[src/rtl/wsfr_pkg.sv]
// ----------------------------------------------------------------------------
// wsfr_pkg
// types and constants shared by the websocket frame receiver
// ----------------------------------------------------------------------------
package wsfr_pkg;

    typedef enum logic [2:0] {
        PH_HDR0,
        PH_HDR1,
        PH_EXT,
        PH_KEY,
        PH_PAYLOAD,
        PH_CLOSED
    } phase_t;

    typedef enum logic [1:0] {
        KIND_PAYLOAD = 2'd0,
        KIND_END     = 2'd1,
        KIND_PONG    = 2'd2,
        KIND_ERROR   = 2'd3
    } kind_t;

    localparam logic       ERR_MASK_MISSING = 1'b0;
    localparam logic       ERR_TOO_LONG     = 1'b1;

    localparam logic       REG_CLIENT_MODE  = 1'b0;
    localparam logic       REG_MAX_SIZE     = 1'b1;

    localparam logic [6:0] LEN16_CODE       = 7'd126;
    localparam logic [6:0] LEN64_CODE       = 7'd127;
    localparam logic [3:0] EXT16_BYTES      = 4'd2;
    localparam logic [3:0] EXT64_BYTES      = 4'd8;
    localparam logic [3:0] KEY_BYTES        = 4'd4;

    localparam logic [3:0] OP_TEXT          = 4'd1;
    localparam logic [3:0] OP_BINARY        = 4'd2;
    localparam logic [3:0] OP_LAST_DATA     = 4'd2;
    localparam logic [3:0] OP_PING          = 4'd9;

    localparam logic [31:0] DEFAULT_MAX_SIZE = 32'd33554432;

    typedef struct packed {
        logic        client_mode;
        logic [31:0] max_message_size;
    } cfg_t;

    typedef struct packed {
        kind_t       kind;
        logic [7:0]  payload_byte;
        logic [3:0]  message_opcode;
        logic        last_of_message;
        logic        error_code;
    } result_t;

endpackage

[src/rtl/wsfr_if.sv]
// ----------------------------------------------------------------------------
// wsfr channel interfaces
// valid/ready channels for received bytes, results and register writes
// ----------------------------------------------------------------------------
interface wsfr_byte_if;
    logic       valid;
    logic       ready;
    logic [7:0] rx_byte;

    modport source (output valid, output rx_byte, input ready);
    modport sink   (input valid, input rx_byte, output ready);
endinterface

interface wsfr_result_if;
    logic       valid;
    logic       ready;
    logic [1:0] kind;
    logic [7:0] payload_byte;
    logic [3:0] message_opcode;
    logic       last_of_message;
    logic       error_code;

    modport source (output valid, output kind, output payload_byte, output message_opcode,
                    output last_of_message, output error_code, input ready);
    modport sink   (input valid, input kind, input payload_byte, input message_opcode,
                    input last_of_message, input error_code, output ready);
endinterface

interface wsfr_cfg_if;
    logic        valid;
    logic        ready;
    logic        index;
    logic [31:0] data;

    modport source (output valid, output index, output data, input ready);
    modport sink   (input valid, input index, input data, output ready);
endinterface

[src/rtl/websocket_frame_receiver.sv]
// ----------------------------------------------------------------------------
// websocket_frame_receiver
// deframes a received websocket byte stream into unmasked payload results
// a byte passes the input register, the parser and then the result register
// throughput: one byte per cycle while results are taken, set by the single-step parser between the registers
// the result register lets a new byte step in as a waiting result is taken
// reset: parser returns to the first header byte, valid flags clear, config registers take their defaults
// ----------------------------------------------------------------------------
module websocket_frame_receiver (
    input  logic           clk,
    input  logic           rst_n,
    wsfr_byte_if.sink      rx,
    wsfr_result_if.source  res,
    wsfr_cfg_if.sink       cfg
);

    wsfr_pkg::cfg_t    cfg_q;
    wsfr_pkg::result_t step_res;
    wsfr_pkg::result_t out_res_reg;
    logic              step_valid;
    logic              in_vld_reg;
    logic [7:0]        in_byte_reg;
    logic              out_vld_reg;
    logic              advance;
    logic              step_en;

    assign advance  = !out_vld_reg || res.ready;
    assign rx.ready = !in_vld_reg || advance;
    assign step_en  = in_vld_reg && advance;

    wsfr_cfg_regs u_cfg_regs (
        .clk   (clk),
        .rst_n (rst_n),
        .cfg   (cfg),
        .cfg_q (cfg_q)
    );

    wsfr_parser u_parser (
        .clk       (clk),
        .rst_n     (rst_n),
        .step_en   (step_en),
        .byte_in   (in_byte_reg),
        .cfg_q     (cfg_q),
        .res_valid (step_valid),
        .res       (step_res)
    );

    // input register
    always_ff @(posedge clk or negedge rst_n)
    begin
        if (!rst_n)
        begin
            in_vld_reg <= 1'b0;
        end
        else if (rx.ready)
        begin
            in_vld_reg <= rx.valid;
        end
    end

    always_ff @(posedge clk)
    begin
        if (rx.ready && rx.valid)
        begin
            in_byte_reg <= rx.rx_byte;
        end
    end

    // result register
    always_ff @(posedge clk or negedge rst_n)
    begin
        if (!rst_n)
        begin
            out_vld_reg <= 1'b0;
        end
        else if (advance)
        begin
            out_vld_reg <= step_en && step_valid;
        end
    end

    always_ff @(posedge clk)
    begin
        if (step_en && step_valid)
        begin
            out_res_reg <= step_res;
        end
    end

    assign res.valid           = out_vld_reg;
    assign res.kind            = out_res_reg.kind;
    assign res.payload_byte    = out_res_reg.payload_byte;
    assign res.message_opcode  = out_res_reg.message_opcode;
    assign res.last_of_message = out_res_reg.last_of_message;
    assign res.error_code      = out_res_reg.error_code;

endmodule

[src/rtl/wsfr_cfg_regs.sv]
// ----------------------------------------------------------------------------
// wsfr_cfg_regs
// configuration registers, written through the register write channel
// ----------------------------------------------------------------------------
module wsfr_cfg_regs (
    input  logic           clk,
    input  logic           rst_n,
    wsfr_cfg_if.sink       cfg,
    output wsfr_pkg::cfg_t cfg_q
);

    logic        client_mode_reg;
    logic [31:0] max_size_reg;

    assign cfg.ready = 1'b1;

    always_ff @(posedge clk or negedge rst_n)
    begin
        if (!rst_n)
        begin
            client_mode_reg <= 1'b0;
            max_size_reg    <= wsfr_pkg::DEFAULT_MAX_SIZE;
        end
        else if (cfg.valid)
        begin
            case (cfg.index)
                wsfr_pkg::REG_CLIENT_MODE: client_mode_reg <= cfg.data[0];
                wsfr_pkg::REG_MAX_SIZE:    max_size_reg    <= cfg.data;
                default:                   ;
            endcase
        end
    end

    assign cfg_q.client_mode      = client_mode_reg;
    assign cfg_q.max_message_size = max_size_reg;

endmodule

[src/rtl/wsfr_parser.sv]
// ----------------------------------------------------------------------------
// wsfr_parser
// frame header parser, payload unmasking and message tracking, one byte a step
// ----------------------------------------------------------------------------
module wsfr_parser (
    input  logic              clk,
    input  logic              rst_n,
    input  logic              step_en,
    input  logic [7:0]        byte_in,
    input  wsfr_pkg::cfg_t    cfg_q,
    output logic              res_valid,
    output wsfr_pkg::result_t res
);

    wsfr_pkg::phase_t phase_reg, phase_next;
    logic        fin_reg, fin_next;
    logic [3:0]  opcode_reg, opcode_next;
    logic        masked_reg, masked_next;
    logic [3:0]  hdr_count_reg, hdr_count_next;
    logic [63:0] frame_len_reg, frame_len_next;
    logic [31:0] mask_key_reg, mask_key_next;
    logic [63:0] remaining_reg, remaining_next;
    logic [1:0]  key_pos_reg, key_pos_next;
    logic [31:0] msg_len_reg, msg_len_next;
    logic [3:0]  asm_op_reg, asm_op_next;

    logic        is_data;
    logic [6:0]  len7;
    logic [63:0] len_val;
    logic        masked_eff;
    logic        do_len;
    logic        do_begin;
    logic        too_long;
    logic [32:0] len_sum;
    logic [3:0]  cnt_inc;
    logic [3:0]  cnt_dec;
    logic [7:0]  key_byte;
    logic        last_byte;
    logic        fin_last;

    assign is_data = (opcode_reg <= wsfr_pkg::OP_LAST_DATA);
    assign len7    = byte_in[6:0];
    assign cnt_inc = hdr_count_reg + 4'd1;
    assign cnt_dec = hdr_count_reg - 4'd1;

    always_comb
    begin
        case (key_pos_reg)
            2'd0:    key_byte = mask_key_reg[31:24];
            2'd1:    key_byte = mask_key_reg[23:16];
            2'd2:    key_byte = mask_key_reg[15:8];
            default: key_byte = mask_key_reg[7:0];
        endcase
    end

    always_comb
    begin
        phase_next     = phase_reg;
        fin_next       = fin_reg;
        opcode_next    = opcode_reg;
        masked_next    = masked_reg;
        hdr_count_next = hdr_count_reg;
        frame_len_next = frame_len_reg;
        mask_key_next  = mask_key_reg;
        remaining_next = remaining_reg;
        key_pos_next   = key_pos_reg;
        msg_len_next   = msg_len_reg;
        asm_op_next    = asm_op_reg;

        res_valid          = 1'b0;
        res.kind           = wsfr_pkg::KIND_PAYLOAD;
        res.payload_byte   = 8'd0;
        res.message_opcode = asm_op_reg;
        res.last_of_message = 1'b0;
        res.error_code     = 1'b0;

        len_val    = frame_len_reg;
        masked_eff = masked_reg;
        do_len     = 1'b0;
        do_begin   = 1'b0;
        last_byte  = (remaining_reg == 64'd1);
        fin_last   = 1'b0;

        case (phase_reg)
            wsfr_pkg::PH_HDR0:
            begin
                fin_next    = byte_in[7];
                opcode_next = byte_in[3:0];
                if (asm_op_reg == 4'd0 && (byte_in[3:0] == wsfr_pkg::OP_TEXT ||
                                           byte_in[3:0] == wsfr_pkg::OP_BINARY))
                begin
                    asm_op_next = byte_in[3:0];
                end
                phase_next = wsfr_pkg::PH_HDR1;
            end
            wsfr_pkg::PH_HDR1:
            begin
                masked_next = byte_in[7];
                masked_eff  = byte_in[7];
                if (opcode_reg == wsfr_pkg::OP_PING)
                begin
                    res_valid = 1'b1;
                    res.kind  = wsfr_pkg::KIND_PONG;
                end
                if (is_data && !cfg_q.client_mode && !byte_in[7])
                begin
                    phase_next     = wsfr_pkg::PH_CLOSED;
                    res_valid      = 1'b1;
                    res.kind       = wsfr_pkg::KIND_ERROR;
                    res.error_code = wsfr_pkg::ERR_MASK_MISSING;
                end
                else
                begin
                    hdr_count_next = 4'd0;
                    if (len7 inside {wsfr_pkg::LEN16_CODE, wsfr_pkg::LEN64_CODE})
                    begin
                        frame_len_next = 64'd0;
                        hdr_count_next = (len7 == wsfr_pkg::LEN16_CODE) ?
                                         wsfr_pkg::EXT16_BYTES : wsfr_pkg::EXT64_BYTES;
                        phase_next     = wsfr_pkg::PH_EXT;
                    end
                    else
                    begin
                        len_val        = {57'd0, len7};
                        frame_len_next = len_val;
                        do_len         = 1'b1;
                    end
                end
            end
            wsfr_pkg::PH_EXT:
            begin
                len_val        = {frame_len_reg[55:0], byte_in};
                frame_len_next = len_val;
                hdr_count_next = cnt_dec;
                if (cnt_dec == 4'd0)
                begin
                    do_len = 1'b1;
                end
            end
            wsfr_pkg::PH_KEY:
            begin
                mask_key_next = {mask_key_reg[23:0], byte_in};
                if (cnt_inc >= wsfr_pkg::KEY_BYTES)
                begin
                    hdr_count_next = 4'd0;
                    do_begin       = 1'b1;
                end
                else
                begin
                    hdr_count_next = cnt_inc;
                end
            end
            wsfr_pkg::PH_PAYLOAD:
            begin
                remaining_next = remaining_reg - 64'd1;
                key_pos_next   = key_pos_reg + 2'd1;
                if (is_data)
                begin
                    fin_last            = last_byte && fin_reg;
                    res_valid           = 1'b1;
                    res.kind            = wsfr_pkg::KIND_PAYLOAD;
                    res.payload_byte    = byte_in ^ key_byte;
                    res.last_of_message = fin_last;
                    if (fin_last)
                    begin
                        msg_len_next = 32'd0;
                        asm_op_next  = 4'd0;
                    end
                end
                if (last_byte)
                begin
                    phase_next = wsfr_pkg::PH_HDR0;
                end
            end
            wsfr_pkg::PH_CLOSED:
            begin
                phase_next = wsfr_pkg::PH_CLOSED;
            end
            default:
            begin
                phase_next = wsfr_pkg::PH_CLOSED;
            end
        endcase

        // length complete: size check for data frames, then key, payload or next header
        len_sum  = {1'b0, msg_len_reg} + {1'b0, len_val[31:0]};
        too_long = (|len_val[63:32]) || (len_sum >= {1'b0, cfg_q.max_message_size});
        if (do_len)
        begin
            if (is_data && too_long)
            begin
                phase_next     = wsfr_pkg::PH_CLOSED;
                res_valid      = 1'b1;
                res.kind       = wsfr_pkg::KIND_ERROR;
                res.error_code = wsfr_pkg::ERR_TOO_LONG;
            end
            else
            begin
                if (is_data)
                begin
                    msg_len_next = len_sum[31:0];
                end
                mask_key_next = 32'd0;
                if (masked_eff)
                begin
                    phase_next     = wsfr_pkg::PH_KEY;
                    hdr_count_next = 4'd0;
                end
                else
                begin
                    do_begin = 1'b1;
                end
            end
        end

        if (do_begin)
        begin
            remaining_next = len_val;
            key_pos_next   = 2'd0;
            if (len_val == 64'd0)
            begin
                phase_next = wsfr_pkg::PH_HDR0;
                if (is_data && fin_reg)
                begin
                    res_valid           = 1'b1;
                    res.kind            = wsfr_pkg::KIND_END;
                    res.last_of_message = 1'b1;
                    msg_len_next        = 32'd0;
                    asm_op_next         = 4'd0;
                end
            end
            else
            begin
                phase_next = wsfr_pkg::PH_PAYLOAD;
            end
        end
    end

    always_ff @(posedge clk or negedge rst_n)
    begin
        if (!rst_n)
        begin
            phase_reg     <= wsfr_pkg::PH_HDR0;
            fin_reg       <= 1'b0;
            opcode_reg    <= 4'd0;
            masked_reg    <= 1'b0;
            hdr_count_reg <= 4'd0;
            frame_len_reg <= 64'd0;
            mask_key_reg  <= 32'd0;
            remaining_reg <= 64'd0;
            key_pos_reg   <= 2'd0;
            msg_len_reg   <= 32'd0;
            asm_op_reg    <= 4'd0;
        end
        else if (step_en)
        begin
            phase_reg     <= phase_next;
            fin_reg       <= fin_next;
            opcode_reg    <= opcode_next;
            masked_reg    <= masked_next;
            hdr_count_reg <= hdr_count_next;
            frame_len_reg <= frame_len_next;
            mask_key_reg  <= mask_key_next;
            remaining_reg <= remaining_next;
            key_pos_reg   <= key_pos_next;
            msg_len_reg   <= msg_len_next;
            asm_op_reg    <= asm_op_next;
        end
    end

endmodule
[src/flat_wrapper.sv]
// flat-port wrapper written by rule: the top's interface ports become plain ports
module websocket_frame_receiver_flat 
  (clk, rst_n, rx_valid, rx_rx_byte, rx_ready, res_valid, res_kind, res_payload_byte, res_message_opcode, res_last_of_message, res_error_code, res_ready, cfg_valid, cfg_index, cfg_data, cfg_ready);
  wsfr_byte_if rx_i ();
  wsfr_result_if res_i ();
  wsfr_cfg_if cfg_i ();
  input  logic clk;
  input  logic rst_n;
  input wire logic [$bits(rx_i.valid)-1:0] rx_valid;
  input wire logic [$bits(rx_i.rx_byte)-1:0] rx_rx_byte;
  output wire logic [$bits(rx_i.ready)-1:0] rx_ready;
  output wire logic [$bits(res_i.valid)-1:0] res_valid;
  output wire logic [$bits(res_i.kind)-1:0] res_kind;
  output wire logic [$bits(res_i.payload_byte)-1:0] res_payload_byte;
  output wire logic [$bits(res_i.message_opcode)-1:0] res_message_opcode;
  output wire logic [$bits(res_i.last_of_message)-1:0] res_last_of_message;
  output wire logic [$bits(res_i.error_code)-1:0] res_error_code;
  input wire logic [$bits(res_i.ready)-1:0] res_ready;
  input wire logic [$bits(cfg_i.valid)-1:0] cfg_valid;
  input wire logic [$bits(cfg_i.index)-1:0] cfg_index;
  input wire logic [$bits(cfg_i.data)-1:0] cfg_data;
  output wire logic [$bits(cfg_i.ready)-1:0] cfg_ready;
  assign rx_i.valid = rx_valid;
  assign rx_i.rx_byte = rx_rx_byte;
  assign rx_ready = rx_i.ready;
  assign res_valid = res_i.valid;
  assign res_kind = res_i.kind;
  assign res_payload_byte = res_i.payload_byte;
  assign res_message_opcode = res_i.message_opcode;
  assign res_last_of_message = res_i.last_of_message;
  assign res_error_code = res_i.error_code;
  assign res_i.ready = res_ready;
  assign cfg_i.valid = cfg_valid;
  assign cfg_i.index = cfg_index;
  assign cfg_i.data = cfg_data;
  assign cfg_ready = cfg_i.ready;
  websocket_frame_receiver u_core (.clk(clk), .rst_n(rst_n), .rx(rx_i), .res(res_i), .cfg(cfg_i));
endmodule
[config.mk]
export PLATFORM = sky130hd
export DESIGN_NAME = websocket_frame_receiver_flat
export DESIGN_NICKNAME = d
export VERILOG_FILES = /design/src/rtl/wsfr_pkg.sv /design/src/rtl/wsfr_if.sv /design/src/rtl/websocket_frame_receiver.sv /design/src/rtl/wsfr_cfg_regs.sv /design/src/rtl/wsfr_parser.sv /design/src/flat_wrapper.sv
export SDC_FILE = /design/constraint.sdc
export NUM_CORES = 1
export LEC_CHECK = 0
export ABC_AREA = 1
export BUFFER_PORTS_ARGS = -buffer_cell sky130_fd_sc_hd__buf_4
export CAP_MARGIN = 20
export CORE_MARGIN = 10
export CORE_UTILIZATION = 45
export DETAILED_ROUTE_END_ITERATION = 10
export PLACE_DENSITY_LB_ADDON = 0.08
export SLEW_MARGIN = 40
export SYNTH_ARGS = -nofsm -noshare
export SYNTH_HDL_FRONTEND = slang
export SYNTH_SLANG_ARGS = --single-unit
[constraint.sdc]
create_clock -name clk -period 8.2 [get_ports clk]
set_input_delay 0 -clock clk [delete_from_list [all_inputs] [get_ports clk]]
set_output_delay 0 -clock clk [all_outputs]
set_load 0.02 [all_outputs]
# Yosys cells after proc, flatten, opt, wreduce, memory -nomap -nowiden
# Cells that the tools add are included.
# classes
add_sub_neg	5
order_cmp	3
n_eq_ne	13
n_mux	80
bitwise	2
n_reduce_logical	33
# ops
operator	n
32-bit 2-to-1 mux	12
64-bit 2-to-1 mux	5
64-bit one-hot mux with 2 select lines	2
64-bit by 1-bit equality test with 1-bit output, second input constant	1
64-bit zero test	1
64-bit by 1-bit subtractor with 64-bit output, second input constant	1
4-bit 2-to-1 mux	13
32-bit by 32-bit adder with 33-bit output	1
33-bit by 32-bit >= comparator with 1-bit output	1
32-bit OR reduction	1
3-bit 2-to-1 mux	8
8-bit one-hot mux with 3 select lines	1
1-bit 2-to-1 mux	23
2-bit 2-to-1 mux	9
7-bit equality test, second input constant	2
3-bit one-hot mux with 4 select lines	1
4-bit one-hot mux with 3 select lines	1
2-bit AND reduction	5
1-bit logical AND	9
4-bit zero test	2
4-bit one-hot mux with 2 select lines	1
8-bit bitwise XOR	1
7-bit 2-to-1 mux	1
3-bit by 2-bit equality test with 1-bit output, second input constant	2
other kinds (23)	32
# totals
register_bits	270
inputBits	46
output_inout_bits	19
elab_cells	157

# Longest topological paths before layout
# Gate-level depths: netlist of the first run.
# logic_depth
word_depth	15
ltp_mapped	45
ltp_nobuf	41

# Modules after synthesis
# From an unflattened synthesis of the first run, not the netlist that was laid out.
# hier_totals
cells_unflattened	2570
hier_area_um2	18222.5
# modules_own_cells
module	n_inst	cells_each	area_each_um2	seq_area_each_um2
wsfr_parser	1	2382	15979.1	5280.1
wsfr_cfg_regs	1	149	1416.4	827.0
websocket_frame_receiver	1	39	827.0	770.7

# Worst setup path after synthesis of the first run
# OpenSTA, ideal clock, no wires.
# synth_path
kind	register to register
from	reg u_core.in_byte_reg[7]
to	reg u_core.out_res_reg (netlist bit u_core.res.error_code), enable pin
setup_ns	0.364
t_arrival_ns	5.320
required_ns	7.836
slack_ns	2.516
path_stages_with_launch	37
n_path_buf	1
synth_period_minus_slack_ns	5.684
cell_sequence	edfxtp_1 > nor2_1 > nand3_1 > nand3_2 > nand2_1 > buf_2 > o21ai_0 > ha_1 > fa_1 > nand2_1 > nand3_1 > o21ai_0 > o21ai_0 > a21oi_1 > o21ai_0 > a21oi_1 > or2_2 > nand2_1 > inv_1 > ha_1 > a21oi_1 > o21ai_0 > a21oi_1 > nand2_1 > nand2_1 > nand2_1 > nand2_1 > nand2_1 > nand2_1 > nand3_2 > nand2_2 > nand2_2 > nand2_4 > nand3_4 > nand2_1 > nand2_1 > inv_1
# synth_between
elab_chain_len	14
word_cells_on_any_way	24
cone_classes	add/sub (1); order compare (1); mux (15); reduce/logical (7)
# synth_rtl
element	line	text
start, declared	websocket_frame_receiver.sv:22	logic [7:0] in_byte_reg;
start signal, assigned	websocket_frame_receiver.sv:65	in_byte_reg <= rx.rx_byte;
1-bit zero test	wsfr_parser.sv:105	if (is_data && !cfg_q.client_mode && !byte_in[7])
1-bit logical AND	wsfr_parser.sv:105	
64-bit 2-to-1 mux	wsfr_parser.sv:105	
64-bit one-hot mux with 2 select lines	wsfr_parser.sv:84	case (phase_reg)
32-bit by 32-bit adder with 33-bit output	wsfr_parser.sv:186	len_sum = {1'b0, msg_len_reg} + {1'b0, len_val[31:0]};
33-bit by 32-bit >= comparator with 1-bit output	wsfr_parser.sv:187	too_long = (|len_val[63:32]) || (len_sum >= {1'b0, cfg_q.max_message_size});
1-bit logical OR	wsfr_parser.sv:187	
1-bit logical AND	wsfr_parser.sv:190	if (is_data && too_long)
1-bit 2-to-1 mux	wsfr_parser.sv:190	
1-bit 2-to-1 mux	wsfr_parser.sv:188	if (do_len)
1-bit 2-to-1 mux	wsfr_parser.sv:223	if (is_data && fin_reg)
1-bit 2-to-1 mux	wsfr_parser.sv:220	if (len_val == 64'd0)
1-bit 2-to-1 mux (*)	wsfr_parser.sv:216	if (do_begin)
1-bit logical AND (*)	websocket_frame_receiver.sv:84	if (step_en && step_valid)
end signal, assigned	websocket_frame_receiver.sv:86	out_res_reg <= step_res;
end, declared	websocket_frame_receiver.sv:19	wsfr_pkg::result_t out_res_reg;
# Mark *: on every way between the ends. The rest lies on a longest branch, timed or not.
# A chain may end at the register's enable or synchronous reset.

# Worst setup path in the final report of the first run
# layout_path
from	reg u_core.u_parser.phase_reg[2]
to	reg u_core.u_parser.remaining_reg[2]
# layout_between
elab_chain_len	10
word_cells_on_any_way	19
cone_classes	add/sub (1); order compare (1); eq/ne (4); mux (8); reduce/logical (5)
# layout_rtl
element	line	text
start, declared	wsfr_parser.sv:15	wsfr_pkg::phase_t phase_reg, phase_next;
start signal, assigned	wsfr_parser.sv:243	phase_reg <= wsfr_pkg::PH_HDR0;
start signal, assigned	wsfr_parser.sv:257	phase_reg <= phase_next;
3-bit by 2-bit equality test with 1-bit output / 3-bit by 1-bit equality test with 1-bit output (equally long branches)	wsfr_parser.sv:84	
64-bit one-hot mux with 2 select lines	wsfr_parser.sv:84	
32-bit by 32-bit adder with 33-bit output	wsfr_parser.sv:186	
33-bit by 32-bit >= comparator with 1-bit output	wsfr_parser.sv:187	
1-bit logical OR	wsfr_parser.sv:187	
1-bit logical AND	wsfr_parser.sv:190	
1-bit 2-to-1 mux	wsfr_parser.sv:190	
1-bit 2-to-1 mux	wsfr_parser.sv:188	
2-bit nonzero test (no source line)	-	
2-bit AND reduction (no source line)	-	
end signal, assigned	wsfr_parser.sv:264	remaining_reg <= remaining_next;
end, declared	wsfr_parser.sv:22	logic [63:0] remaining_reg, remaining_next;
# Several ways; a longest one is shown, not always the timed one.

==> impl_results.md, run 1 <==
- Status: finished, final reports clean
- Total Neg Setup Slack: 0 ns
- Power per standard cell area: around 350 mW/mm²
- WL final: ~55000 µm
- Final setup margin: between 1 and 1.5 ns
- CP max stage delay: 0.62 ns
- Clk network pwr share: roughly 23%
- Die Height: between 200 and 250 µm
- Die area: 0.04882 mm²
- Post-layout utilization of the core: between 50 and 60%
- Sequential cell area fraction in the yosys report: between 30% and 40%
- PnR Total Power: around 0.0072 W
- Placement Setup Slack: 1.232 ns
- Reg power frac: between 20% and 30%
- Met3 track demand over resource: ~3.4%
- Total gr overflow: 0
- Combinational cell fraction of total power: 49.7%
- Fraction of power spent switching nets: a little under half
- Total clock buffers created by CTS: 36
- Critical Path Sink Type: flop
- Worst VDD drop: about 0.00017 V
- Count of pins over their slew limit: 0
- Via count: 17077
- Core Footprint: around 0.040 mm²
- Leakage: around 11 nW
- Dominant register cell in the synthesized netlist: sky130_fd_sc_hd__dfrtp_1
- Complex-gate fraction of the synthesized area: about an eighth
- Number of antenna violations at the first check in global routing: 0
- Clock Tree Root: sky130_fd_sc_hd__clkbuf_16
- Kind of start point of the critical path: flop
- Count of nets left with antenna violations after detail routing: 0
- Fin nets: between 2000 and 3000
- Number of distinct standard cells referenced by the synthesized netlist: 54
- Synthesis warning total: 0
- Simple logic cell fraction of the synthesized area: around 32%
- Unrepaired setup endpoints after global routing: no
- Total count of hold-check failures in the final report: 0
- Detailed-route DRC error count: 0
- Maximum clock insertion buffer count: 3
- Number of detailed-route iterations in the first pass: 5
- Fraction of the cycle the final worst path needs: a little under nine tenths
- Global Route met1 Usage: between 20 and 30%
- Power spent charging and discharging nets: around 0.0034 W
- Number of inserted diodes: 0
- Time the worst path needs with I/O delays and setup: about 7.1 ns
- Worst Path Class, Setup: flop to flop
- Multiplexer share of the synthesized area: less than 1%
- Clock-pin transition on the worst setup and hold timing paths: around 0.06 ns
- Placed cells: 3078
- Global-route track usage on met2: 35.30%
- Hpwl dp: ~38000 µm
- Wire length of the first global-routing pass: 88640 µm
- Last weighted congestion value of the routability-driven placer: between 0.9 and 1
- Highest net fanout along the worst path: 68
- Clock Sink Count: 270
- Max Cap Viol: 0
- Clock tree from TritonCTS: yes
- Port Buf Inserts: 63
- Via count of the first global-routing pass: around 16000
- Starting density of the core: around 46%
- Final std cells w/o fill: around 3200
- Net count after synthesis: about 2700
- Average routed wire per standard cell: roughly 17 µm
- Type of the tightest min-delay check: input port to flop
- Synth Area in Adders: about 5.1%
- Synth Register Bits: 270
- I/O pin count: 65
- Post-synthesis instance area: ~0.018 mm²
- Slew at the pin closest to its max-slew limit: ~0.85 ns
- Critical Path AT: roughly 7.6 ns
- Detailed router's first-iteration violation count: approximately 1500
- Gate Count Post-Synth: between 2000 and 3000
- Syn avg cell area: between 7 and 8 µm²
- Via-per-instance ratio: 5.347
- Total number of placement rows: 73
- Die Width: approximately 220 µm
- Worst setup skew after layout: ~0.017 ns
- Worst max-slew margin expressed relative to the limit: a little over two fifths
- Post-synthesis share of cell area spent on xor and xnor gates: 4.386%
- Upper clock frequency limit: ~140 MHz
- Main combinational cell family by area after synthesis: simple AND/OR/NAND/NOR gates
- CP max-delay cell: sky130_fd_sc_hd__buf_4
- GRT busiest layer: met2
- Area growth, synth to finish: 13.96%
- Gr usage total: between 20% and 30%
- Post-cts gate resize count: 0
- Layout cells sized above 1: 6.931%
- Final setup violating endpoints: 0
- Maximum number of pins on one net before global-route repair: about 140
- CTS HTree Levels: 2
- Worst-skew pair later-pin latency: between 0.5 and 0.6 ns
- Most common cell type on the critical path: sky130_fd_sc_hd__nand2_1
- Post-synth EDFFs: 24
- Cell-internal power: 0.003786 W
- Fraction of synthesis flops using an asynchronous set or reset pin: roughly nine tenths
- Data required, critical path: around 8.7 ns
==> final timing paths <==
kind                                                       start                                  to  slack [ns]  depth (start not counted)
worst max-delay path                u_core.u_parser.phase_reg[2]    u_core.u_parser.remaining_reg[2]        1.14                         36
worst min-delay path                                   cfg_index  u_core.u_cfg_regs.max_size_reg[25]        0.14                          4
worst max register to register      u_core.u_parser.phase_reg[2]    u_core.u_parser.remaining_reg[2]        1.14                         36
worst min register to register  u_core.u_parser.remaining_reg[1]    u_core.u_parser.remaining_reg[1]        0.48                          2
max in group asynchronous                                  rst_n   u_core.u_parser.remaining_reg[49]        6.47                          6
min in group asynchronous                                  rst_n  u_core.u_cfg_regs.max_size_reg[25]        0.56                          3
==> area by class of cell <==
| type | instances | area, µm² |
|---|---|---|
| Multi-Input combinational cell | 1961 | 9873 |
| Inverter | 241 | 909.6 |
| Fill cell | 4034 | 19110 |
| Clock inverter | 17 | 180.2 |
| Sequential cell | 270 | 6878 |
| Timing Repair Buffer | 131 | 1191 |
| Clock buffer | 49 | 1021 |
| Tap cell | 525 | 656.9 |
==> power groups by stage <==
| stage | registers [W] | logic, W | clock network, W |
|---|---|---|---|
| 6_report | 0.00199 | 0.00356 | 0.00161 |
| 5_1_grt | 0.00204 | 0.00403 | 0.00171 |
| 4_1_cts | 0.00199 | 0.00356 | 0.00165 |
| 3_5_place_dp | 0.00200 | 0.00351 | 0 |
| 3_3_place_gp | 0.00200 | 0.00346 | 0 |
| 2_1_floorplan | 0.00193 | 0.00260 | 0 |
==> routing by layer <==
layer | up-vias | share of wire, %
met5 | - | 0
met4 | 0 | 2.9
met3 | 82 | 5.1
met2 | 426 | 47
met1 | 8045 | 45
li1 | 8524 | -
==> cell families after synthesis <==
family / after synthesis
other cells: 1
fa+ha+maj: 74
compound gates: 407
mux: 1
simple gates: 1387
buf+inv: 354
flops: 270
xor+xnor: 91
==> worst max-delay path: cells and delay by family (launching register included) <==
| kind | cells | cell delay (ns) |
|---|---|---|
| AO/OA/AOI/OAI | 10 | 2.20 |
| buffers and inverters | 4 | 1.26 |
| adder cells (fa/ha/maj) | 2 | 0.52 |
| AND/OR/NAND/NOR | 20 | 2.56 |
| flip-flops | 1 | 0.44 |
==> Yosys cell counts (9+ instances only) <==
library cell / number / share of area [%]
sky130_fd_sc_hd__nand2_1: 866 / 18
sky130_fd_sc_hd__dfrtp_1: 245 / 34
sky130_fd_sc_hd__inv_1: 234 / 4.8
sky130_fd_sc_hd__nor2_1: 211 / 4.4
sky130_fd_sc_hd__o21ai_0: 187 / 5.2
sky130_fd_sc_hd__nand3_1: 170 / 4.7
sky130_fd_sc_hd__a21oi_1: 125 / 3.4
sky130_fd_sc_hd__ha_1: 73 / 5.0
sky130_fd_sc_hd__xor2_1: 64 / 3.1
sky130_fd_sc_hd__clkbuf_1: 57 / 1.2
sky130_fd_sc_hd__nor3_1: 40 / 1.1
sky130_fd_sc_hd__o211ai_1: 36 / 1.5
sky130_fd_sc_hd__nand3b_1: 33 / 1.4
sky130_fd_sc_hd__xnor2_1: 27 / 1.3
sky130_fd_sc_hd__buf_2: 25 / 0.69
sky130_fd_sc_hd__edfxtp_1: 24 / 4.0
sky130_fd_sc_hd__nand4_1: 18 / 0.62
sky130_fd_sc_hd__nor4_1: 18 / 0.62
sky130_fd_sc_hd__o22ai_1: 18 / 0.62
sky130_fd_sc_hd__buf_1: 11 / 0.23
sky130_fd_sc_hd__buf_6: 11 / 0.68
sky130_fd_sc_hd__a21o_1: 10 / 0.41
sky130_fd_sc_hd__or2_2: 10 / 0.34
sky130_fd_sc_hd__buf_4: 9 / 0.37
==> placed cells by master (no fill, tap or decap), drive strengths merged, types with 48 or more instances in the layout <==
master and count:
a21oi 125, inv 241, xor2 64, dfrtp 245, ha 73, buf 83, clkbuf 49, nand3 175
nor2 218, nand2 871, dlygate4sd3 48, o21ai 192
==> what timing repair did <==
action / CTS / global route
buffers inserted: 0 / 0
hold buffers: 49 / 0
hold endpoints to repair: 162 / 0
==> stage by stage <==
| step | area, µm² | hold WS (ns) |
|---|---|---|
| after floorplan | 18170 | -0.2956 |
| after global placement | 18910 | 0.1558 |
| after detailed placement | 18970 | -0.04515 |
| after CTS | 20680 | 0.1116 |
| after global routing | 20710 | 0.1500 |
| final | 20710 | 0.1359 |
Note: power is estimated with default switching activity, not from simulation.
==> run 2: changes to the inputs <==
--- a/config.mk
+++ b/config.mk
@@ -11,7 +11,9 @@
 export CORE_MARGIN = 10
 export CORE_UTILIZATION = 45
 export DETAILED_ROUTE_END_ITERATION = 10
+export GPL_TIMING_DRIVEN = 0
 export PLACE_DENSITY_LB_ADDON = 0.08
+export SETUP_SLACK_MARGIN = 0.5
 export SLEW_MARGIN = 40
 export SYNTH_ARGS = -nofsm -noshare
 export SYNTH_HDL_FRONTEND = slang
==> impl_results.md, run 2 (same netlist as run 1, synthesis figures left out) <==
- Via count: 17845 (was 17077)
- Port Buf Inserts: 63 (unchanged)
- Post-DP Area: 0.01941 mm² (was 0.01897 mm²)
- Hpwl dp: 43750 µm (was 37830 µm)
- Slew at the pin closest to its max-slew limit: 0.7768 ns (was 0.8542 ns)
- Kind of start point of the critical path: flop (unchanged)
- Data required, critical path: 8.46 ns (was 8.69 ns)
- Critical Path Sink Type: flop (unchanged)
- Count of nets left with antenna violations after detail routing: 0 (unchanged)
- Detailed router's first-iteration violation count: 1507 (was 1488)
- Power spent charging and discharging nets: 0.003443 W (was 0.003379 W)
- CP max-delay cell: sky130_fd_sc_hd__edfxtp_1 (was sky130_fd_sc_hd__buf_4)
- Commonest non-fill, non-tap cells in the layout: sky130_fd_sc_hd__nand2_1 (865), sky130_fd_sc_hd__dfrtp_1 (245), sky130_fd_sc_hd__inv_1 (233) (was sky130_fd_sc_hd__nand2_1 (861), sky130_fd_sc_hd__dfrtp_1 (245), sky130_fd_sc_hd__inv_1 (234))
- Most common cell type on the critical path: sky130_fd_sc_hd__nand2_1 (unchanged)
- Die Height: 221.0 µm (unchanged)
- Number of antenna violations at the first check in global routing: 0 (unchanged)
- Time the worst path needs with I/O delays and setup: 7.199 ns (was 7.059 ns)
- Worst setup skew after layout: 0.01898 ns (was 0.01699 ns)
- Cell-internal power: 0.003920 W (was 0.003786 W)
- Core Footprint: 0.03982 mm² (unchanged)
- Clock Tree Root: sky130_fd_sc_hd__clkbuf_16 (unchanged)
- Maximum clock insertion buffer count: 3 (unchanged)
- Post-route cell area: 0.02121 mm² (was 0.02071 mm²)
- Max Cap Viol: 0 (unchanged)
- Total number of placement rows: 73 (unchanged)
- Clock Sink Count: 270 (unchanged)
- Final setup violating endpoints: 0 (unchanged)
- Number of detailed-route iterations in the first pass: 5 (unchanged)
- Count of pins over their slew limit: 0 (unchanged)
- CTS HTree Levels: 2 (unchanged)
- Detailed-route DRC error count: 0 (unchanged)
- Fraction of power spent switching nets: 46.76% (was 47.16%)
- Worst Path Class, Setup: flop to flop (unchanged)
- Layout cells sized above 1: 7.653% (was 6.931%)
- PnR Total Power: 0.007363 W (was 0.007165 W)
- Worst max-slew margin expressed relative to the limit: 47.75% (was 43.06%)
- Die Width: 221.0 µm (unchanged)
- Fraction of the cycle the final worst path needs: 87.79% (was 86.09%)
- Via count of the first global-routing pass: 17169 (was 16339)
- Fin nets: 2863 (was 2761)
- Worst-skew pair later-pin latency: 0.56 ns (was 0.55 ns)
- I/O pin count: 65 (unchanged)
- Total gr overflow: 0 (unchanged)
- Wire length of the first global-routing pass: 94500 µm (was 88640 µm)
- Worst VDD drop: 0.0001833 V (was 0.0001737 V)
- Via-per-instance ratio: 5.416 (was 5.347)
- Highest net fanout along the worst path: 15 (was 68)
- Maximum number of pins on one net before global-route repair: 58 (was 136)
- Starting density of the core: 45.63% (unchanged)
- Status: finished, final reports clean (unchanged)
- Number of inserted diodes: 0 (unchanged)
- Clock tree from TritonCTS: yes (unchanged)
- Clk network pwr share: 22.3% (was 22.5%)
- Die area: 0.04882 mm² (unchanged)
- Average routed wire per standard cell: 17.86 µm (was 17.23 µm)
- Power per standard cell area: 347.2 mW/mm² (was 346.0 mW/mm²)
- CP max stage delay: 0.57 ns (was 0.62 ns)
- Type of the tightest min-delay check: input port to async pin (was input port to flop)
- Clock-pin transition on the worst setup and hold timing paths: 0.05 ns (was 0.06 ns)
- Leakage: 11.19 nW (was 10.94 nW)
- Gr usage total: 23.49% (was 21.87%)
- Area growth, synth to finish: 16.70% (was 13.96%)
- Commonest non-fill, non-tap cell in the layout: sky130_fd_sc_hd__nand2_1 (unchanged)
- Unrepaired setup endpoints after global routing: no (unchanged)
- Total count of hold-check failures in the final report: 0 (unchanged)
- Total clock buffers created by CTS: 36 (unchanged)
- Last weighted congestion value of the routability-driven placer: 0.9343 (was 0.9266)
- Total Neg Setup Slack: 0 ns (unchanged)
- WL final: 58850 µm (was 55030 µm)
- Critical Path AT: 7.46 ns (was 7.55 ns)
- Reg power frac: 27.0% (was 27.8%)
- Upper clock frequency limit: 138.9 MHz (was 141.7 MHz)
- Tightest hold margin: 0.04960 ns (was 0.1359 ns)
- Combinational cell fraction of total power: 50.7% (was 49.7%)
[run 2: cell types whose count changed in the layout (fill, tap and decap cells not counted), sizes merged]
cell         previous run  this run
clkinv                 10         6
dlygate4sd3            48        51
clkbuf                 49       112
inv                   241       240
clkinvlp                4         2
buf                    83       125
[run 2: area by class of cell]
type / count / area [µm²]
fill: 3998 / 18620
multi-input combinational: 1961 / 9827
sequential: 270 / 6878
timing repair buffer: 120 / 1134
clock buffer: 55 / 1095
inverter: 241 / 909.6
tap: 525 / 656.9
buffer: 113 / 571.8
clock inverter: 10 / 135.1
[run 2: path summary, 6_finish.rpt]
kind | depth (start not counted) | endpoint | from | slack, ns
setup / recovery | 39 | u_core.res.error_code | u_core.in_byte_reg[7] | 1.00
hold / removal | 2 | u_core.u_cfg_regs.max_size_reg[25] | rst_n | 0.05
setup reg to reg | 39 | u_core.res.error_code | u_core.in_byte_reg[7] | 1.00
hold reg to reg | 2 | u_core.u_parser.remaining_reg[49] | u_core.u_parser.remaining_reg[49] | 0.48
max in group asynchronous | 4 | u_core.u_parser.frame_len_reg[58] | rst_n | 7.51
min in group clk | 2 | u_core.in_byte_reg[3] | rx_rx_byte[3] | 0.17
[run 2: metal layers]
layer	share of wire [%]	track usage (%)
met1	45	31.41
met2	46	37.89
met3	5.2	3.401
met4	3.2	8.432
met5	0	0
[run 2: per-stage QoR]
stage / setup WS (ns) / std cells / utilization, %
6_report: 1.001 / 3295 / 53.25
2_1_floorplan: 2.516 / 2585 / -
3_3_place_gp: -0.09833 / 3173 / 48.47
5_1_grt: 0.5540 / 3295 / 53.25
4_1_cts: 0.6119 / 3294 / 53.18
3_5_place_dp: -0.1816 / 3177 / 48.75
[run 2: critical path, delay by kind of cell (launching register included)]
| kind | cells | cell delay [ns] |
|---|---|---|
| simple gates | 24 | 3.01 |
| xor+xnor | 1 | 0.27 |
| fa+ha+maj | 2 | 0.70 |
| buf+inv | 5 | 0.86 |
| flops | 1 | 0.57 |
| compound gates | 7 | 1.47 |
[run 2: what timing repair did]
action,CTS,global route
endpoints found under the hold margin,203,0
setup endpoints to repair,101,83
hold buffers,52,0
setup buffers,0,1
resized for setup,5,7
[run 2: power by group through the flow]
| stage | Sequential, W | Clock (W) | Combinational [W] |
|---|---|---|---|
| after global routing | 0.00203 | 0.00173 | 0.00419 |
| after floorplan | 0.00193 | 0 | 0.00260 |
| after global placement | 0.00199 | 0 | 0.00356 |
| after detailed placement | 0.00200 | 0 | 0.00362 |
| after CTS | 0.00198 | 0.00167 | 0.00367 |
| final | 0.00198 | 0.00165 | 0.00373 |
==> run 3: changes to the inputs <==
--- a/config.mk
+++ b/config.mk
@@ -8,7 +8,7 @@
 export ABC_AREA = 1
 export BUFFER_PORTS_ARGS = -buffer_cell sky130_fd_sc_hd__buf_4
 export CAP_MARGIN = 20
-export CORE_MARGIN = 10
+export CORE_MARGIN = 2
 export CORE_UTILIZATION = 45
 export DETAILED_ROUTE_END_ITERATION = 10
 export GPL_TIMING_DRIVEN = 0
==> impl_results.md, run 3 (same netlist as run 1, synthesis figures left out) <==
- CP max stage delay: 0.62 ns (was 0.57 ns)
- Number of antenna violations at the first check in global routing: 0 (unchanged)
- Port Buf Inserts: 63 (unchanged)
- Gr usage total: 27.97% (was 23.49%)
- Reg power frac: 27.5% (was 27.0%)
- Clock Sink Count: 270 (unchanged)
- Final std cells w/o fill: 3288 (was 3295)
- Wire length of the first global-routing pass: 92340 µm (was 94500 µm)
- Number of detailed-route iterations in the first pass: 6 (was 5)
- Die Height: 205.0 µm (was 221.0 µm)
- Critical Path Sink Type: flop (unchanged)
- Via count: 17566 (was 17845)
- PnR Total Power: 0.007213 W (was 0.007363 W)
- CTS HTree Levels: 2 (unchanged)
- Worst VDD drop: 0.0001702 V (was 0.0001833 V)
- Data required, critical path: 8.51 ns (was 8.46 ns)
- Commonest non-fill, non-tap cell in the layout: sky130_fd_sc_hd__nand2_1 (unchanged)
- Type of the tightest min-delay check: input port to flop (was input port to async pin)
- I/O pin count: 65 (unchanged)
- Worst max-slew margin expressed relative to the limit: 44.96% (was 47.75%)
- Kind of start point of the critical path: flop (unchanged)
- Worst Path Class, Setup: flop to flop (unchanged)
- Average routed wire per standard cell: 17.39 µm (was 17.86 µm)
- Cell-internal power: 0.003811 W (was 0.003920 W)
- Highest net fanout along the worst path: 12 (was 15)
- Leakage: 11.11 nW (was 11.19 nW)
- Hpwl dp: 42370 µm (was 43750 µm)
- Register Area: 0.006878 mm² (unchanged)
- Post-layout utilization of the core: 52.86% (was 53.25%)
- Area occupied by multi-input gates: 0.009823 mm² (was 0.009827 mm²)
- Last weighted congestion value of the routability-driven placer: 0.9426 (was 0.9343)
- Die Width: 205.0 µm (was 221.0 µm)
- WL final: 57170 µm (was 58850 µm)
- Total gr overflow: 0 (unchanged)
- Critical Path AT: 7.61 ns (was 7.46 ns)
- Final setup margin: 0.9073 ns (was 1.001 ns)
- Number of inserted diodes: 0 (unchanged)
- Fraction of the cycle the final worst path needs: 88.94% (was 87.79%)
- Clock Tree Root: sky130_fd_sc_hd__clkbuf_16 (unchanged)
- Clock-pin transition on the worst setup and hold timing paths: 0.05 ns (about the same)
- Via count of the first global-routing pass: 16942 (was 17169)
- Count of nets left with antenna violations after detail routing: 0 (unchanged)
- Detailed router's first-iteration violation count: 1533 (was 1507)
- Fraction of power spent switching nets: 47.17% (was 46.76%)
- Filler Cells Inserted: 3960 (was 3998)
- Layout cells sized above 1: 7.456% (was 7.653%)
- Placed cells: 3176 (was 3177)
- Status: finished, final reports clean (unchanged)
- Fin nets: 2858 (was 2863)
- Total clock buffers created by CTS: 35 (was 36)
- Combinational cell fraction of total power: 51.3% (was 50.7%)
- Upper clock frequency limit: 137.1 MHz (was 138.9 MHz)
- Total number of placement rows: 73 (unchanged)
- Die area: 0.04201 mm² (was 0.04882 mm²)
- Starting density of the core: 45.63% (unchanged)
- Maximum number of pins on one net before global-route repair: 73 (was 58)
- Maximum clock insertion buffer count: 3 (unchanged)
- Count of pins over their slew limit: 0 (unchanged)
- Clock tree from TritonCTS: yes (unchanged)
- Clk network pwr share: 21.1% (was 22.3%)
- CP max-delay cell: sky130_fd_sc_hd__o21ai_0 (was sky130_fd_sc_hd__edfxtp_1)
- Tightest hold margin: 0.02367 ns (was 0.04960 ns)
- Worst setup skew after layout: 0.03011 ns (was 0.01898 ns)
- Max Cap Viol: 0 (unchanged)
- Slew at the pin closest to its max-slew limit: 0.8170 ns (was 0.7768 ns)
- Worst-skew pair later-pin latency: 0.55 ns (was 0.56 ns)
- Power spent charging and discharging nets: 0.003402 W (was 0.003443 W)
- Placement Setup Slack: -0.06323 ns (was -0.1816 ns)
- Detailed-route DRC error count: 0 (unchanged)
- Final setup violating endpoints: 0 (unchanged)
- Unrepaired setup endpoints after global routing: no (unchanged)
- Via-per-instance ratio: 5.342 (was 5.416)
- Commonest non-fill, non-tap cells in the layout: sky130_fd_sc_hd__nand2_1 (865), sky130_fd_sc_hd__dfrtp_1 (245), sky130_fd_sc_hd__inv_1 (233) (unchanged)
- Core Footprint: 0.03982 mm² (unchanged)
- Power per standard cell area: 342.7 mW/mm² (was 347.2 mW/mm²)
- Total count of hold-check failures in the final report: 0 (unchanged)
- Area growth, synth to finish: 15.83% (was 16.70%)
- Time the worst path needs with I/O delays and setup: 7.293 ns (was 7.199 ns)
run 3: cell types whose count changed in the layout (fill, tap and decap cells not counted), sizes merged:
cell,previous run,this run
bufinv,3,2
inv,240,239
clkinv,6,10
clkinvlp,2,1
clkbuf,112,108
dlygate4sd3,51,47
run 3: cell type report:
class                      instances  share of cell area, %
timing repair buffer             116                  5.171
sequential                       270                  32.68
inverter                         241                  4.321
multi-input combinational       1961                  46.67
clock buffer                      51                  4.738
buffer                           113                  2.717
clock inverter                    11                 0.5885
tap                              525                  3.121
run 3: per-layer routing:
| metal | wire length [µm] | global-route usage [%] |
|---|---|---|
| met5 | 0 | 0 |
| met4 | 1593 | 8.016 |
| met1 | 26090 | 38.98 |
| met2 | 26430 | 45.70 |
| met3 | 3050 | 3.420 |
run 3: through the flow:
stage / cell area, µm² / setup TNS [ns]
after floorplan: 18170 / 0
after global placement: 19300 / -1.379
after detailed placement: 19390 / -0.9700
after CTS: 21020 / 0
after global routing: 21050 / 0
final: 21050 / 0
run 3: worst paths after layout:
check | start | to | slack (ns) | cells past startpoint
max in group asynchronous | rst_n | u_core.u_parser.remaining_reg[56] | 7.40 | 4
worst min-delay path | cfg_index | u_core.u_cfg_regs.max_size_reg[1] | 0.02 | 4
worst min register to register | u_core.u_cfg_regs.max_size_reg[25] | u_core.u_cfg_regs.max_size_reg[25] | 0.48 | 2
worst max register to register | u_core.in_byte_reg[7] | u_core.res.message_opcode[2] | 0.91 | 34
worst max-delay path | u_core.in_byte_reg[7] | u_core.res.message_opcode[2] | 0.91 | 34
min in group asynchronous | rst_n | u_core.u_cfg_regs.max_size_reg[25] | 0.05 | 2
run 3: power groups by stage:
stage	Sequential, W	Combinational (W)	Clock [W]
after floorplan	0.00193	0.00260	0
after global placement	0.00199	0.00355	0
after detailed placement	0.00200	0.00362	0
after CTS	0.00198	0.00367	0.00156
after global routing	0.00203	0.00419	0.00161
final	0.00199	0.00370	0.00152
run 3: timing repair:
action                                 in CTS  in global routing
buffers inserted                            0                  2
gates resized for setup                     4                  3
setup endpoints to repair                  17                 16
endpoints found under the hold margin     225                  0
hold buffers                               48                  0
run 3: worst max-delay path: cells and delay by family (launching register included):
family,cells,cell delay (ns)
AO/OA/AOI/OAI,5,1.59
XOR/XNOR,1,0.16
adder cells (fa/ha/maj),2,0.71
buffers and inverters,5,0.76
flip-flops,1,0.57
AND/OR/NAND/NOR,21,3.25
